==> src/rtl/ssbc_pkg.sv <==
// ----------------------------------------------------------------------------
// ssbc_pkg
// Types, codes and tables shared by the six-step back-EMF commutator.
// ----------------------------------------------------------------------------
package ssbc_pkg;

    localparam int ADC_W    = 12;
    localparam int QUAL_W   = 4;
    localparam int SECTOR_W = 3;
    localparam int DUTY_W   = 14;
    localparam int COMM_W   = 16;
    localparam int GATE_W   = 6;
    localparam int PCT_W    = 8;
    localparam int KIND_W   = 2;
    localparam int CFG_IDX_W = 2;

    localparam logic [SECTOR_W-1:0] LAST_SECTOR = 3'd5;
    localparam logic [DUTY_W-1:0]   DUTY_RESET  = 14'd1500;
    localparam logic [DUTY_W-1:0]   DUTY_START  = 14'd5000;
    localparam logic [PCT_W-1:0]    PCT_MAX     = 8'd100;
    localparam logic [PCT_W-1:0]    PCT_CLAMP   = 8'd95;
    localparam logic [PCT_W-1:0]    PCT_SCALE   = 8'd100;

    localparam logic [ADC_W-1:0]  THRESHOLD_RESET = 12'd2048;
    localparam logic [ADC_W-1:0]  HALF_WIN_RESET  = 12'd100;
    localparam logic [QUAL_W-1:0] QUALIFY_RESET   = 4'd3;

    // transaction kinds
    localparam logic [KIND_W-1:0] KIND_SAMPLE = 2'd0;
    localparam logic [KIND_W-1:0] KIND_START  = 2'd1;
    localparam logic [KIND_W-1:0] KIND_STOP   = 2'd2;
    localparam logic [KIND_W-1:0] KIND_DUTY   = 2'd3;

    // configuration register indexes
    localparam logic [CFG_IDX_W-1:0] CFG_ZC_THRESHOLD   = 2'd0;
    localparam logic [CFG_IDX_W-1:0] CFG_ZC_HALF_WINDOW = 2'd1;
    localparam logic [CFG_IDX_W-1:0] CFG_QUALIFY_COUNT  = 2'd2;

    // phase select codes
    localparam logic [1:0] PHASE_U = 2'd0;
    localparam logic [1:0] PHASE_V = 2'd1;
    localparam logic [1:0] PHASE_W = 2'd2;

    typedef struct packed {
        logic [KIND_W-1:0] kind;
        logic [ADC_W-1:0]  bemf_u;
        logic [ADC_W-1:0]  bemf_v;
        logic [ADC_W-1:0]  bemf_w;
        logic [PCT_W-1:0]  duty_req;
    } t_in_item;

    typedef struct packed {
        logic                running;
        logic [SECTOR_W-1:0] sector;
        logic                zc_seen;
        logic                commutated;
        logic [COMM_W-1:0]   commutation_total;
        logic [GATE_W-1:0]   gate_pattern;
        logic [DUTY_W-1:0]   duty_counts;
    } t_out_item;

    typedef struct packed {
        logic                run_flag;
        logic [SECTOR_W-1:0] sector_index;
        logic [QUAL_W-1:0]   hit_counter;
        logic [DUTY_W-1:0]   duty_value;
        logic [COMM_W-1:0]   commutation_counter;
    } t_state;

    typedef struct packed {
        logic [ADC_W-1:0]  zc_threshold;
        logic [ADC_W-1:0]  zc_half_window;
        logic [QUAL_W-1:0] qualify_count;
    } t_cfg;

    // gate enables, bits 0..5 = UH VH WH UL VL WL
    function automatic logic [GATE_W-1:0] gate_lookup(input logic [SECTOR_W-1:0] sec);
        logic [GATE_W-1:0] g;
        case (sec)
            3'd0:    g = 6'h11;
            3'd1:    g = 6'h21;
            3'd2:    g = 6'h22;
            3'd3:    g = 6'h0A;
            3'd4:    g = 6'h0C;
            3'd5:    g = 6'h14;
            default: g = '0;
        endcase
        return g;
    endfunction

    // floating phase for each sector
    function automatic logic [1:0] watch_lookup(input logic [SECTOR_W-1:0] sec);
        logic [1:0] p;
        case (sec)
            3'd0, 3'd3: p = PHASE_W;
            3'd1, 3'd4: p = PHASE_V;
            default:    p = PHASE_U;
        endcase
        return p;
    endfunction

endpackage

==> src/rtl/ssbc_step.sv <==
// ----------------------------------------------------------------------------
// ssbc_step
// Next-state and result logic for one transaction of the commutator.
// ----------------------------------------------------------------------------
module ssbc_step (
    input  ssbc_pkg::t_state    i_state,
    input  ssbc_pkg::t_cfg      i_cfg,
    input  ssbc_pkg::t_in_item  i_item,
    output ssbc_pkg::t_state    o_state,
    output ssbc_pkg::t_out_item o_result
);

    logic [ssbc_pkg::SECTOR_W-1:0] sec;
    logic [ssbc_pkg::ADC_W-1:0]    reading;
    logic [ssbc_pkg::ADC_W:0]      sum_lo;
    logic [ssbc_pkg::ADC_W:0]      sum_hi;
    logic                          hit;
    logic [ssbc_pkg::QUAL_W-1:0]   need;
    logic [ssbc_pkg::QUAL_W-1:0]   hits_inc;
    logic [ssbc_pkg::PCT_W-1:0]    pct;
    logic [ssbc_pkg::DUTY_W-1:0]   duty_new;
    logic                          seen;
    logic                          moved;
    ssbc_pkg::t_state              nxt;

    assign sec = (i_state.sector_index > ssbc_pkg::LAST_SECTOR) ? '0 : i_state.sector_index;

    always_comb begin
        case (ssbc_pkg::watch_lookup(sec))
            ssbc_pkg::PHASE_U: reading = i_item.bemf_u;
            ssbc_pkg::PHASE_V: reading = i_item.bemf_v;
            default:           reading = i_item.bemf_w;
        endcase
    end

    // thr - half < r < thr + half, rearranged so nothing goes negative
    assign sum_lo = {1'b0, reading} + {1'b0, i_cfg.zc_half_window};
    assign sum_hi = {1'b0, i_cfg.zc_threshold} + {1'b0, i_cfg.zc_half_window};
    assign hit    = (sum_lo > {1'b0, i_cfg.zc_threshold}) && ({1'b0, reading} < sum_hi);

    assign need     = (i_cfg.qualify_count == '0) ? ssbc_pkg::QUAL_W'(1) : i_cfg.qualify_count;
    assign hits_inc = i_state.hit_counter + ssbc_pkg::QUAL_W'(1);

    assign pct      = (i_item.duty_req > ssbc_pkg::PCT_MAX) ? ssbc_pkg::PCT_CLAMP
                                                            : i_item.duty_req;
    assign duty_new = ssbc_pkg::DUTY_W'(pct) * ssbc_pkg::DUTY_W'(ssbc_pkg::PCT_SCALE);

    always_comb begin
        nxt   = i_state;
        seen  = 1'b0;
        moved = 1'b0;
        case (i_item.kind)
            ssbc_pkg::KIND_START: begin
                if (!i_state.run_flag) begin
                    nxt.run_flag            = 1'b1;
                    nxt.sector_index        = '0;
                    nxt.duty_value          = ssbc_pkg::DUTY_START;
                    nxt.hit_counter         = '0;
                    nxt.commutation_counter = '0;
                end
            end
            ssbc_pkg::KIND_STOP: begin
                nxt.run_flag = 1'b0;
            end
            ssbc_pkg::KIND_DUTY: begin
                nxt.duty_value = duty_new;
            end
            default: begin
                if (i_state.run_flag) begin
                    if (hit) begin
                        seen = 1'b1;
                        if (hits_inc >= need) begin
                            nxt.sector_index = (sec >= ssbc_pkg::LAST_SECTOR)
                                             ? '0 : sec + ssbc_pkg::SECTOR_W'(1);
                            nxt.commutation_counter =
                                i_state.commutation_counter + ssbc_pkg::COMM_W'(1);
                            nxt.hit_counter  = '0;
                            moved            = 1'b1;
                        end else begin
                            nxt.hit_counter = hits_inc;
                        end
                    end else begin
                        nxt.hit_counter = '0;
                    end
                end
            end
        endcase
    end

    assign o_state = nxt;

    always_comb begin
        o_result.running           = nxt.run_flag;
        o_result.sector            = nxt.sector_index;
        o_result.zc_seen           = seen;
        o_result.commutated        = moved;
        o_result.commutation_total = nxt.commutation_counter;
        o_result.gate_pattern      = nxt.run_flag ? ssbc_pkg::gate_lookup(nxt.sector_index)
                                                  : '0;
        o_result.duty_counts       = nxt.duty_value;
    end

endmodule

==> src/rtl/six_step_bemf_commutator_unit.sv <==
// ----------------------------------------------------------------------------
// six_step_bemf_commutator_unit
// Sensorless six-step commutator: back-EMF window detection, sector stepping
// and gate pattern / duty output, one result per input transaction.
// ----------------------------------------------------------------------------
//  channel   direction   signals                               payload
//  input     in          i_in_valid / o_in_ready               i_in_data  (t_in_item)
//  result    out         o_out_valid / i_out_ready             o_out_data (t_out_item)
//  config    in          i_cfg_valid / o_cfg_ready             i_cfg_index, i_cfg_data
//
//  One transaction per cycle sustained while the result side is not stalled; each
//  passes the input register, then the result register, with the state update between them.
//  Reset (i_rst_n low at a clock edge) returns idle state, duty 1500 counts
//  and the default configuration. A stalled result holds the input register;
//  the input side keeps accepting while that register is free.
//  The configuration port is always ready.
// ----------------------------------------------------------------------------
module six_step_bemf_commutator_unit (
    input  logic                             i_clk,
    input  logic                             i_rst_n,
    input  logic                             i_in_valid,
    output logic                             o_in_ready,
    input  ssbc_pkg::t_in_item               i_in_data,
    output logic                             o_out_valid,
    input  logic                             i_out_ready,
    output ssbc_pkg::t_out_item              o_out_data,
    input  logic                             i_cfg_valid,
    output logic                             o_cfg_ready,
    input  logic [ssbc_pkg::CFG_IDX_W-1:0]   i_cfg_index,
    input  logic [ssbc_pkg::ADC_W-1:0]       i_cfg_data
);

    logic                r_in_valid;
    ssbc_pkg::t_in_item  r_in;
    logic                r_out_valid;
    ssbc_pkg::t_out_item r_out;
    ssbc_pkg::t_state    r_state;
    ssbc_pkg::t_state    n_state;
    ssbc_pkg::t_cfg      r_cfg;
    ssbc_pkg::t_out_item n_out;
    logic                advance;

    ssbc_step u_step (
        .i_state  (r_state),
        .i_cfg    (r_cfg),
        .i_item   (r_in),
        .o_state  (n_state),
        .o_result (n_out)
    );

    assign advance     = r_in_valid && (!r_out_valid || i_out_ready);
    assign o_in_ready  = !r_in_valid || advance;
    assign o_out_valid = r_out_valid;
    assign o_out_data  = r_out;
    assign o_cfg_ready = 1'b1;

    always_ff @(posedge i_clk) begin
        if (!i_rst_n) begin
            r_in_valid  <= 1'b0;
            r_out_valid <= 1'b0;
            r_state.run_flag            <= 1'b0;
            r_state.sector_index        <= '0;
            r_state.hit_counter         <= '0;
            r_state.duty_value          <= ssbc_pkg::DUTY_RESET;
            r_state.commutation_counter <= '0;
            r_cfg.zc_threshold   <= ssbc_pkg::THRESHOLD_RESET;
            r_cfg.zc_half_window <= ssbc_pkg::HALF_WIN_RESET;
            r_cfg.qualify_count  <= ssbc_pkg::QUALIFY_RESET;
        end else begin
            if (o_in_ready) begin
                r_in_valid <= i_in_valid;
                if (i_in_valid) begin
                    r_in <= i_in_data;
                end
            end
            if (advance) begin
                r_state     <= n_state;
                r_out       <= n_out;
                r_out_valid <= 1'b1;
            end else if (i_out_ready) begin
                r_out_valid <= 1'b0;
            end
            if (i_cfg_valid) begin
                case (i_cfg_index)
                    ssbc_pkg::CFG_ZC_THRESHOLD:   r_cfg.zc_threshold   <= i_cfg_data;
                    ssbc_pkg::CFG_ZC_HALF_WINDOW: r_cfg.zc_half_window <= i_cfg_data;
                    ssbc_pkg::CFG_QUALIFY_COUNT:
                        r_cfg.qualify_count <= i_cfg_data[ssbc_pkg::QUAL_W-1:0];
                    default: ;
                endcase
            end
        end
    end

endmodule

==> config.mk <==
export PLATFORM = sky130hd
export DESIGN_NAME = six_step_bemf_commutator_unit
export DESIGN_NICKNAME = d
export VERILOG_FILES = /design/src/rtl/ssbc_pkg.sv /design/src/rtl/ssbc_step.sv /design/src/rtl/six_step_bemf_commutator_unit.sv
export SDC_FILE = /design/constraint.sdc
export NUM_CORES = 1
export LEC_CHECK = 0
export ABC_CLOCK_PERIOD_IN_PS = 5200
export BUFFER_PORTS_ARGS = -buffer_cell sky130_fd_sc_hd__clkbuf_2
export CORE_AREA = 2 2 132 134
export CTS_CLUSTER_DIAMETER = 80
export DETAILED_ROUTE_END_ITERATION = 10
export DIE_AREA = 0 0 134 136
export HOLD_SLACK_MARGIN = 0.06
export PLACE_DENSITY = 0.88
export SYNTH_ARGS = -nofsm -noshare
export SYNTH_HDL_FRONTEND = slang
export SYNTH_SLANG_ARGS = --single-unit
==> constraint.sdc <==
create_clock -name i_clk -period 5.2 [get_ports i_clk]
set_input_delay 0.26 -clock i_clk [delete_from_list [all_inputs] [get_ports i_clk]]
set_output_delay 0.26 -clock i_clk [all_outputs]
set_load 0.005 [all_outputs]
==> results_dict.tcl, run 1 <==
set metrics [dict create \
    r2r_cells 25 \
    failed_checks "negative setup slack" \
    yosysSeqAreaShare 0.456 \
    drv_slew 0 \
    diodes 0 \
    yosys_warnings 0 \
    clk_pin_slew_ns 0.07 \
    start_util 0.520 \
    fill_cells 1209 \
    fmax_mhz 192 \
    crit_slowest_cell "dfxtp_4" \
    synthArstFlopShare 0 \
    cts.path.max_buffers 2 \
    grt_max_degree 47 \
    antenna_left 0 \
    synth_mux_area_frac 0.0207 \
    nets 1220 \
    syn_area_per_cell_um2 10.0 \
    dieArea_um2 18200 \
    synth_most_common_cell "nand2_1" \
    p_leak_nw 4.68 \
    dpl_worst_slack_ns -0.141 \
    finalCritPeriodShare 1.00 \
    crit_family "compound AO/OA/AOI/OAI gates" \
    power_w 0.00341 \
    vias 7527 \
    min_period_ns 5.21 \
    ios 110 \
    cts-root-buf "clkbuf_16" \
    place_congestion 0.943 \
    endpoint_kind "register" \
    drtPass1Iterations 5 \
    ys_ff_latch 156 \
    final.setup_skew_ns 0.0108 \
    dp_hpwl_um 14400 \
    startpoint_type "register" \
    antenna_found_initial 0 \
    htree_levels 4 \
    die_h_um 136 \
    synth_xor_area_frac 0.0319 \
    place_inst 1194 \
    synth_top_family_by_area "compound AO/OA/AOI/OAI gates" \
    synth_area_leaders "edfxtp_1 (30%), dfxtp_1 (15%), ha_1 (13%)" \
    critPathKind "register to register" \
    critPathRequiredTime_ns 5.38 \
    clock-sinks 156 \
    grt_pass1_vias 7297 \
    finalWirelength_um 22600 \
    setup_viol 1 \
    worst-path-max-fanout 6 \
    maxCapViolations 0 \
    cellPowerDensity_nw_per_um2 306 \
    grt_pass1_wl_um 34900 \
    crit_buf_inv 3 \
    wire_per_inst_um 17.4 \
    port_buffers 108 \
    via_per_inst 5.79 \
    synth_top_area_cell "edfxtp_1" \
    syn2layout_area_growth_pct 26.6 \
    path_depth 25 \
    outcome "finished, violations left" \
    num_rows 48 \
    synth_top_area_frac 0.301 \
    cp.arrival_ns 5.39 \
    ir_drop_v 0.000280 \
    syn_area_um2 8780 \
    synthSimpleGateAreaFrac 0.157 \
    holdPathStages 3 \
    critical-path-max-stage-delay_ns 0.37 \
    overflow 0 \
    rsz0062_at_grt "true" \
    ys_types 73 \
    drive_above_1_share 0.214 \
    drc 0 \
    placed_area_um2 9620 \
    slew_headroom 0.204 \
    final_area_um2 11100 \
    grt_usage 0.244 \
    synth_fa_ha_area_frac 0.137 \
    ys.flop_type "edfxtp_1" \
    coreArea_um2 16900 \
    worstSkewPairLatency_ns 0.44 \
    worst_hold_path_type "input pin to register" \
    synth_cells 876 \
    final_cells 1300 \
    cts_tree "built" \
    worst-slew-pin-transition_ns 1.16 \
    numCtsBuffers 17 \
    synth_compound_gate_area_share 0.162 \
    yosys-top-cells-count "nand2_1 (123), edfxtp_1 (88), ha_1 (88)" \
    worst_slack_ns -0.00907 \
    synth-edff-count 88 \
    dieWidth_um 134 \
    first_iter_violations 586 \
    finalHoldViolCount 0 \
]
routing by layer:
layer	wire length, um	track usage
met2	11700	0.437
met3	1350	0.0466
met1	8750	0.285
met4	837	0.106
met5	0	0
cell type report:
type	count	area, um2	area share
Multi-Input combinational cell	643	4640	0.417
Clock buffer	19	464	0.0417
Sequential cell	156	4010	0.361
Timing Repair Buffer	200	1440	0.130
Clock inverter	13	115	0.0104
Tap cell	225	282	0.0253
Inverter	44	165	0.0149
placed cells by master (no fill, tap or decap), drive strengths merged, types with 9 or more instances in the layout:
cell	Yosys	layout
mux2i	17	17
xor2	10	10
a21o	13	13
dfxtp	68	68
or4	9	9
xnor2	22	22
nand4	10	10
inv	44	54
o211ai	11	11
o31ai	9	9
nor3	9	9
nor2	41	41
clkbuf	25	129
nand2b	14	14
nand2	124	124
ha	88	88
edfxtp	88	88
and3	9	9
buf	9	38
dlygate4sd3	0	52
o21ai	42	42
a21oi	60	60
nand3	43	43
a31oi	16	16
worst reg2reg max path, cell delays in order (launching register included):
cell and delay (ns):
dfxtp_4 0.37, nand2b_4 0.16, ha_4 0.18, buf_6 0.11
a21oi_4 0.19, mux2i_1 0.25, o21ai_2 0.08, ha_1 0.31
a21o_1 0.17, a21oi_2 0.16, nor2b_1 0.07, o21a_1 0.19
a21bo_2 0.20, a41o_1 0.23, o41ai_2 0.33, xnor2_1 0.13
ha_1 0.35, a21oi_2 0.07, a41o_1 0.20, o211a_1 0.15
a2bb2oi_4 0.24, buf_8 0.17, nand4_4 0.13, buf_4 0.20
o211ai_1 0.21, o31ai_1 0.11
logic make-up (layout without fill, tap and decap cells):
family / after synthesis / count (layout)
AOI/OAI and AO/OA: 209 / 209
xor gates and xnor gates: 32 / 32
adders and majority gates: 93 / 93
buffers and inverters: 78 / 276
DFF: 156 / 156
muxes: 18 / 18
other: 2 / 3
and+or+nand+nor: 288 / 288
flip-flops by register name (all words and copies together) (netlist names):
name	flops
r_in	46
o_out_data	42
r_state	38
r_cfg	28
o_out_valid	1
r_in_valid	1
stage by stage:
stage | TNS [ns] | hold WS [ns] | util
4_1_cts | 0 | 0.0602 | 0.637
2_1_floorplan | 0 | 0.359 | -
3_5_place_dp | -1.50 | 0.439 | 0.570
3_3_place_gp | 0 | 0.437 | 0.570
6_report | -0.00907 | 0.0569 | 0.659
5_1_grt | -4.40 | 0.0649 | 0.659
power breakdown:
part / switching [W] / total [W] / internal [W]
sequential: 0.0000258 / 0.00138 / 0.00135
clock: 0.000555 / 0.00123 / 0.000671
combinational: 0.000426 / 0.000805 / 0.000379
worst paths after layout:
| kind | to | start | slack, ns |
|---|---|---|---|
| max reg2reg | o_out_data[35]$_DFFE_PP_ | r_state[36]$_SDFFE_PN0P_ | -0.009 |
| min | r_cfg[9]$_SDFFE_PN1P_ | i_cfg_data[5] | 0.06 |
| max | o_out_data[35]$_DFFE_PP_ | r_state[36]$_SDFFE_PN0P_ | -0.009 |
| min reg2reg | r_state[22]$_SDFFE_PN1P_ | r_state[22]$_SDFFE_PN1P_ | 0.48 |
timing repair:
action	in CTS	in global routing
setup endpoints to repair	23	46
buffers inserted	1	19
hold buffers	52	0
gates resized for setup	7	45
endpoints found under the hold margin	54	0
cloned	0	2
pin swaps	1	38
Power figures use the tool's default switching activity.
==> run 2: changes to the inputs <==
BUFFER_PORTS_ARGS = -buffer_cell sky130_fd_sc_hd__buf_2   (was -buffer_cell sky130_fd_sc_hd__clkbuf_2)
CAP_MARGIN = 20   (was default)
CORE_AREA = 2 2 143 145   (was 2 2 132 134)
DIE_AREA = 0 0 145 147   (was 0 0 134 136)
PLACE_DENSITY = 0.78   (was 0.88)
==> run 2 against run 1 <==
Compared with the run above: flip-flop and latch count stayed put; setup slack better by 0.12 ns; largest cell class unchanged; worst hold slack better by 0.019 ns; via count is 3.1% lower; the flow now finishes without violations; first-iteration DRC count is 20% lower; clock power is 4% higher; sequential share of layout area is 0.22 points lower; clock-buffer cell count is 3 higher; die area is 17% higher.
==> results_dict.tcl, run 2 (synthesis gave the netlist of run 1 again) <==
set metrics [dict create \
    outcome "completed" \
    dieWidth_um 145 \
    worstSkewPairLatency_ns 0.43 \
    syn2layout_area_growth_pct 27.3 \
    die_h_um 147 \
    worst-slew-pin-transition_ns 1.13 \
    finalWirelength_um 22000 \
    worst-path-max-fanout 7 \
    final_cell_mix "nand2_1 (123), buf_2 (108), edfxtp_1 (88), ha_1 (85), dfxtp_1 (66)" \
    largest_reg_flops 46 \
    r2r_cells 26 \
    p_seq_frac 0.397 \
    holdPathStages 3 \
    drive_above_1_share 0.218 \
    start_util 0.443 \
    nets 1216 \
    reg2reg_to "r_state[13]$_SDFFE_PN0P_" \
    setup_viol 0 \
    cts_tree "built" \
    crit_family "compound AO/OA/AOI/OAI gates" \
    switchingPower_w 0.000937 \
    startpoint "r_state[36]$_SDFFE_PN0P_" \
    antenna_left 0 \
    grt_pass1_wl_um 34700 \
    diodes 0 \
    cellPowerDensity_nw_per_um2 309 \
    overflow 0 \
    slew_headroom 0.225 \
    p_leak_nw 4.66 \
    crit_slowest_cell "or4_4" \
    switching_share 0.271 \
    regMostFlops "r_in" \
    first_iter_violations 470 \
    power.internal_w 0.00252 \
    critPathKind "register to register" \
    port_buffers 108 \
    finalCritPeriodShare 0.979 \
    dp_hpwl_um 14600 \
    place_inst 1239 \
    grt_usage 0.204 \
    fill_cells 1669 \
    grt_max_degree 47 \
    clock-sinks 156 \
    grt_pass1_vias 7030 \
    timing.rr.start "r_state[36]$_SDFFE_PN0P_" \
    crit_buf_inv 2 \
    cts.path.max_buffers 2 \
    endpoint_kind "register" \
    reg2reg_setup_slack_ns 0.11 \
    rsz0062_at_grt "true" \
    wire_per_inst_um 16.4 \
    clk_pin_slew_ns 0.06 \
    drtPass1Iterations 5 \
    p_clk_frac 0.370 \
    dieArea_um2 21300 \
    hp-start "i_cfg_data[5]" \
    finalHoldViolCount 0 \
    via_per_inst 5.44 \
    numCtsBuffers 17 \
    vias 7294 \
    power_frac_comb 0.233 \
    critical-path-max-stage-delay_ns 0.57 \
    min_period_ns 5.09 \
    maxCapViolations 0 \
    path_depth 26 \
    fmax_mhz 197 \
    coreArea_um2 19800 \
    antenna_found_initial 0 \
    whs_ns 0.0756 \
    final_cells 1341 \
    crit_end "r_state[13]$_SDFFE_PN0P_" \
    fin_util 0.564 \
    layout_commonest_cell "nand2_1" \
    critPathRequiredTime_ns 5.55 \
    cts-root-buf "clkbuf_16" \
    worst_hold_path_type "input pin to register" \
    cp.arrival_ns 5.44 \
    drc 0 \
    place_congestion 0.869 \
    ir_drop_v 0.000349 \
    htree_levels 4 \
    startpoint_type "register" \
    drv_slew 0 \
    ios 110 \
    final.setup_skew_ns 0.0130 \
    num_rows 52 \
]
## run 2: cell count changes in the layout (fill, tap and decap cells not counted), sizes merged
cell | before | now
bufinv | 0 | 3
clkinvlp | 2 | 0
inv | 54 | 45
dlymetal6s2s | 0 | 1
buf | 38 | 145
nand2 | 124 | 125
clkinv | 1 | 6
dlygate4sd3 | 52 | 48
clkbuf | 129 | 23
## run 2: worst register-to-register path: cells and delay by family, from the launching register on
family	cells	cell delay, ns
buf+inv	2	0.21
fa+ha+maj	4	0.95
flops	1	0.37
xor+xnor	1	0.12
compound gates	14	2.34
simple gates	5	1.03
## run 2: metrics by stage
step | TNS [ns] | setup WS, ns | area, um2 | total power, W
6_report | 0 | 0.112 | 11200 | 0.00346
5_1_grt | -1.33 | -0.116 | 11200 | 0.00362
4_1_cts | 0 | 0.0192 | 10800 | 0.00335
3_5_place_dp | -0.761 | -0.0939 | 9670 | 0.00205
3_3_place_gp | 0 | 0.0335 | 9670 | 0.00203
2_1_floorplan | 0 | 0.00656 | 8800 | 0.00188
## run 2: area by class of cell
class	count	area, um2	share of cell area
clock buffer	22	464	0.0415
clock inverter	10	139	0.0124
multi-input combinational	644	4670	0.418
tap	270	338	0.0302
inverter	44	165	0.0148
sequential	156	4010	0.359
timing repair buffer	195	1400	0.125
## run 2: worst min path at each step
stage | endpoint | slack, ns
CTS | r_cfg[9]$_SDFFE_PN1P_ | 0.07
global placement | r_in[30]$_DFFE_PP_ | 0.44
global route | r_cfg[0]$_SDFFE_PN1P_ | 0.07
floorplan | r_in[0]$_DFFE_PP_ | 0.36
detailed placement | r_in[31]$_DFFE_PP_ | 0.44
finish | r_cfg[9]$_SDFFE_PN1P_ | 0.08
## run 2: timing repair
action	in CTS	in global routing
hold buffers	48	0
pin swaps	1	29
hold endpoints to repair	48	0
endpoints found under the setup margin	25	44
resized for setup	8	44
gates cloned	0	2
setup buffers	1	16
## run 2: power groups by stage
| stage | logic, W | clock network (W) | registers [W] |
|---|---|---|---|
| final | 0.000805 | 0.00128 | 0.00137 |
| after global routing | 0.000888 | 0.00135 | 0.00138 |
| after CTS | 0.000691 | 0.00129 | 0.00137 |
| after detailed placement | 0.000650 | 0 | 0.00140 |
| after global placement | 0.000632 | 0 | 0.00140 |
| after floorplan | 0.000481 | 0 | 0.00139 |
## run 2: layer usage
metal / vias up / part of all wire / track usage
li1: 3576 / - / -
met1: 3444 / 0.41 / 0.243
met2: 238 / 0.52 / 0.366
met3: 36 / 0.050 / 0.0457
met4: 0 / 0.024 / 0.0688
met5: - / 0 / 0
==> run 3: changes to the inputs <==
ABC_AREA = 1   (was default)
CTS_BUF_LIST = sky130_fd_sc_hd__clkbuf_4   (was default)
==> run 3 against run 2 <==
Compared with the run above: via count increased by 1.9%; clock power is 44% lower; register-to-register slack better by 0.23 ns; largest power group unchanged.
==> results_dict.tcl, run 3 <==
set metrics [dict create \
    whs_ns 0.118 \
    final_area_um2 10900 \
    synth_most_common_cell "nand2_1" \
    critPathKind "register to register" \
    cts-root-buf "clkbuf_4" \
    layout_commonest_cell "nand2_1" \
    power.internal_w 0.00197 \
    coreArea_um2 19800 \
    num_rows 52 \
    dieWidth_um 145 \
    nets 1351 \
    fmax_mhz 206 \
    tns_ns 0 \
    cpMostUsedCell "nand2_1" \
    final_cell_mix "nand2_1 (148), inv_1 (139), buf_2 (108), nor2_1 (97), edfxtp_1 (88)" \
    antenna_found_initial 1 \
    cellPowerDensity_nw_per_um2 273 \
    clk_pin_slew_ns 0.14 \
    hp-start "i_cfg_valid" \
    grt.met1_usage 0.243 \
    synthArstFlopShare 0 \
    ys.flop_type "edfxtp_1" \
    synth_mux_area_frac 0 \
    gr-usage-met3 0.0385 \
    worst_hold_path_type "input pin to register" \
    top_usage_layer "met2" \
    ios 110 \
    largest_reg_flops 46 \
    synthSimpleGateAreaFrac 0.189 \
    drtPass1Iterations 5 \
    synth_top_area_cell "edfxtp_1" \
    cts_tree "built" \
    holdPathStages 3 \
    synth_compound_gate_area_share 0.117 \
    cp.arrival_ns 5.18 \
    critical-path-max-stage-delay_ns 0.40 \
    syn_area_per_cell_um2 8.79 \
    port_buffers 108 \
    min_period_ns 4.86 \
    ys_ff_latch 156 \
    drv_slew 0 \
    placed_area_um2 9680 \
    p_leak_nw 4.92 \
    setup_viol 0 \
    worst-path-max-fanout 7 \
    startpoint "r_state[35]$_SDFFE_PN0P_" \
    finalHoldViolCount 0 \
    vias 7432 \
    yosys_warnings 0 \
    p_clk_frac 0.241 \
    syn_area_um2 8770 \
    regMostFlops "r_in" \
    fill_cells 1752 \
    start_util 0.442 \
    final.setup_skew_ns 0.0195 \
    switching_share 0.335 \
    timing.rr.start "r_state[35]$_SDFFE_PN0P_" \
    finalCritPeriodShare 0.935 \
    synth-edff-count 88 \
    htree_levels 4 \
    endpoint_kind "register" \
    dieArea_um2 21300 \
    grt_max_degree 49 \
    crit_slowest_cell "dfxtp_4" \
    syn2layout_area_growth_pct 23.9 \
    synth_top_family_by_area "simple AND/OR/NAND/NOR gates" \
    met2_usage 0.346 \
    startpoint_type "register" \
    critPathRequiredTime_ns 5.52 \
    outcome "completed" \
    antenna_left 0 \
    dp_hpwl_um 14700 \
    slew_headroom 0.505 \
    r2r_cells 35 \
    ir_drop_v 0.000194 \
    synth_xor_area_frac 0.0250 \
    power_frac_comb 0.287 \
    drive_above_1_share 0.192 \
    maxCapViolations 0 \
    wire_per_inst_um 14.3 \
    ys_types 44 \
    via_per_inst 5.03 \
    place_congestion 0.938 \
    grt_usage 0.198 \
    drc 0 \
    grt_pass1_vias 7096 \
    worst-slew-pin-transition_ns 0.741 \
    first_iter_violations 347 \
    cts.path.max_buffers 2 \
    switchingPower_w 0.000991 \
    p_seq_frac 0.472 \
    die_h_um 147 \
    finalWirelength_um 21100 \
    yosysSeqAreaShare 0.456 \
    clock-sinks 156 \
    yosys-top-cells-count "nand2_1 (152), inv_1 (141), nor2_1 (102)" \
    synth_cells 998 \
    synth_top_area_frac 0.301 \
    numCtsBuffers 17 \
    synth_fa_ha_area_frac 0.137 \
    grt_pass1_wl_um 33700 \
    worstSkewPairLatency_ns 0.56 \
    overflow 0 \
    synth_area_leaders "edfxtp_1 (30%), dfxtp_1 (16%), ha_1 (13%)" \
]
-- run 3: cell count changes after synthesis, sizes merged, moves of 11 or more --
cell,previous run,this run
a31oi,16,3
inv,44,145
a21o,13,0
o21ai,42,70
nand3,43,63
xnor2,22,11
nand2b,14,0
mux2i,17,0
nor2,41,106
nand2,124,166
a21oi,60,72
-- run 3: cell families (layout without fill, tap and decap cells) --
| group | after synthesis | in the layout |
|---|---|---|
| flip-flops | 156 | 156 |
| other | 2 | 4 |
| adder cells (fa/ha/maj) | 93 | 93 |
| buffers and inverters | 172 | 379 |
| XOR/XNOR | 25 | 25 |
| AO/OA/AOI/OAI | 181 | 181 |
| AND/OR/NAND/NOR | 369 | 369 |
-- run 3: power by group through the flow --
stage	registers, W	logic (W)	clock network [W]
after floorplan	0.00142	0.000556	0
after global placement	0.00142	0.000721	0
after detailed placement	0.00142	0.000741	0
after CTS	0.00140	0.000784	0.000731
after global routing	0.00140	0.000968	0.000786
final	0.00140	0.000852	0.000713
-- run 3: final timing paths --
check | to | slack (ns)
max | o_out_data[18]$_SDFFCE_PN0P_ | 0.34
min | r_cfg[2]$_SDFFE_PN0P_ | 0.12
max reg2reg | o_out_data[18]$_SDFFCE_PN0P_ | 0.34
min reg2reg | r_state[17]$_SDFFE_PN0P_ | 0.45
-- run 3: routing by layer --
metal / vias to the layer above / share of wire
met4: 0 / 0.028
li1: 3752 / -
met3: 42 / 0.042
met2: 205 / 0.48
met1: 3433 / 0.45
met5: - / 0
-- run 3: final cells by class --
class	count	area, um2	area share
repair buffers	200	1430	0.131
well taps	270	338	0.0311
multi-input cells	671	4270	0.393
diodes	1	2.50	0.000230
clock buffers	17	128	0.0117
clock inverters	15	140	0.0129
flip-flops and latches	156	4010	0.369
inverters	147	552	0.0508
-- run 3: through the flow --
stage / std cells / setup WS, ns / total power, W / util
final: 1477 / 0.338 / 0.00296 / 0.548
after global routing: 1477 / -0.0348 / 0.00316 / 0.548
after CTS: 1462 / 0.0517 / 0.00291 / 0.534
after detailed placement: 1365 / -0.0810 / 0.00216 / 0.488
after global placement: 1364 / 0.105 / 0.00214 / 0.486
after floorplan: 999 / 0.289 / 0.00197 / -
-- run 3: timing repair --
item                                    in CTS  in global routing
hold endpoints to repair                    76                  0
endpoints found under the setup margin      29                 50
hold buffers                                65                  0
setup buffers                                0                 14
pin swaps                                    0                 23
resized for setup                            3                 39
-- run 3: critical path, delay by kind of cell (launching register included) --
kind	cells	cell delay, ns
compound gates	6	0.67
fa+ha+maj	4	1.01
simple gates	18	1.96
xor+xnor	1	0.08
flops	1	0.40
buf+inv	6	0.52
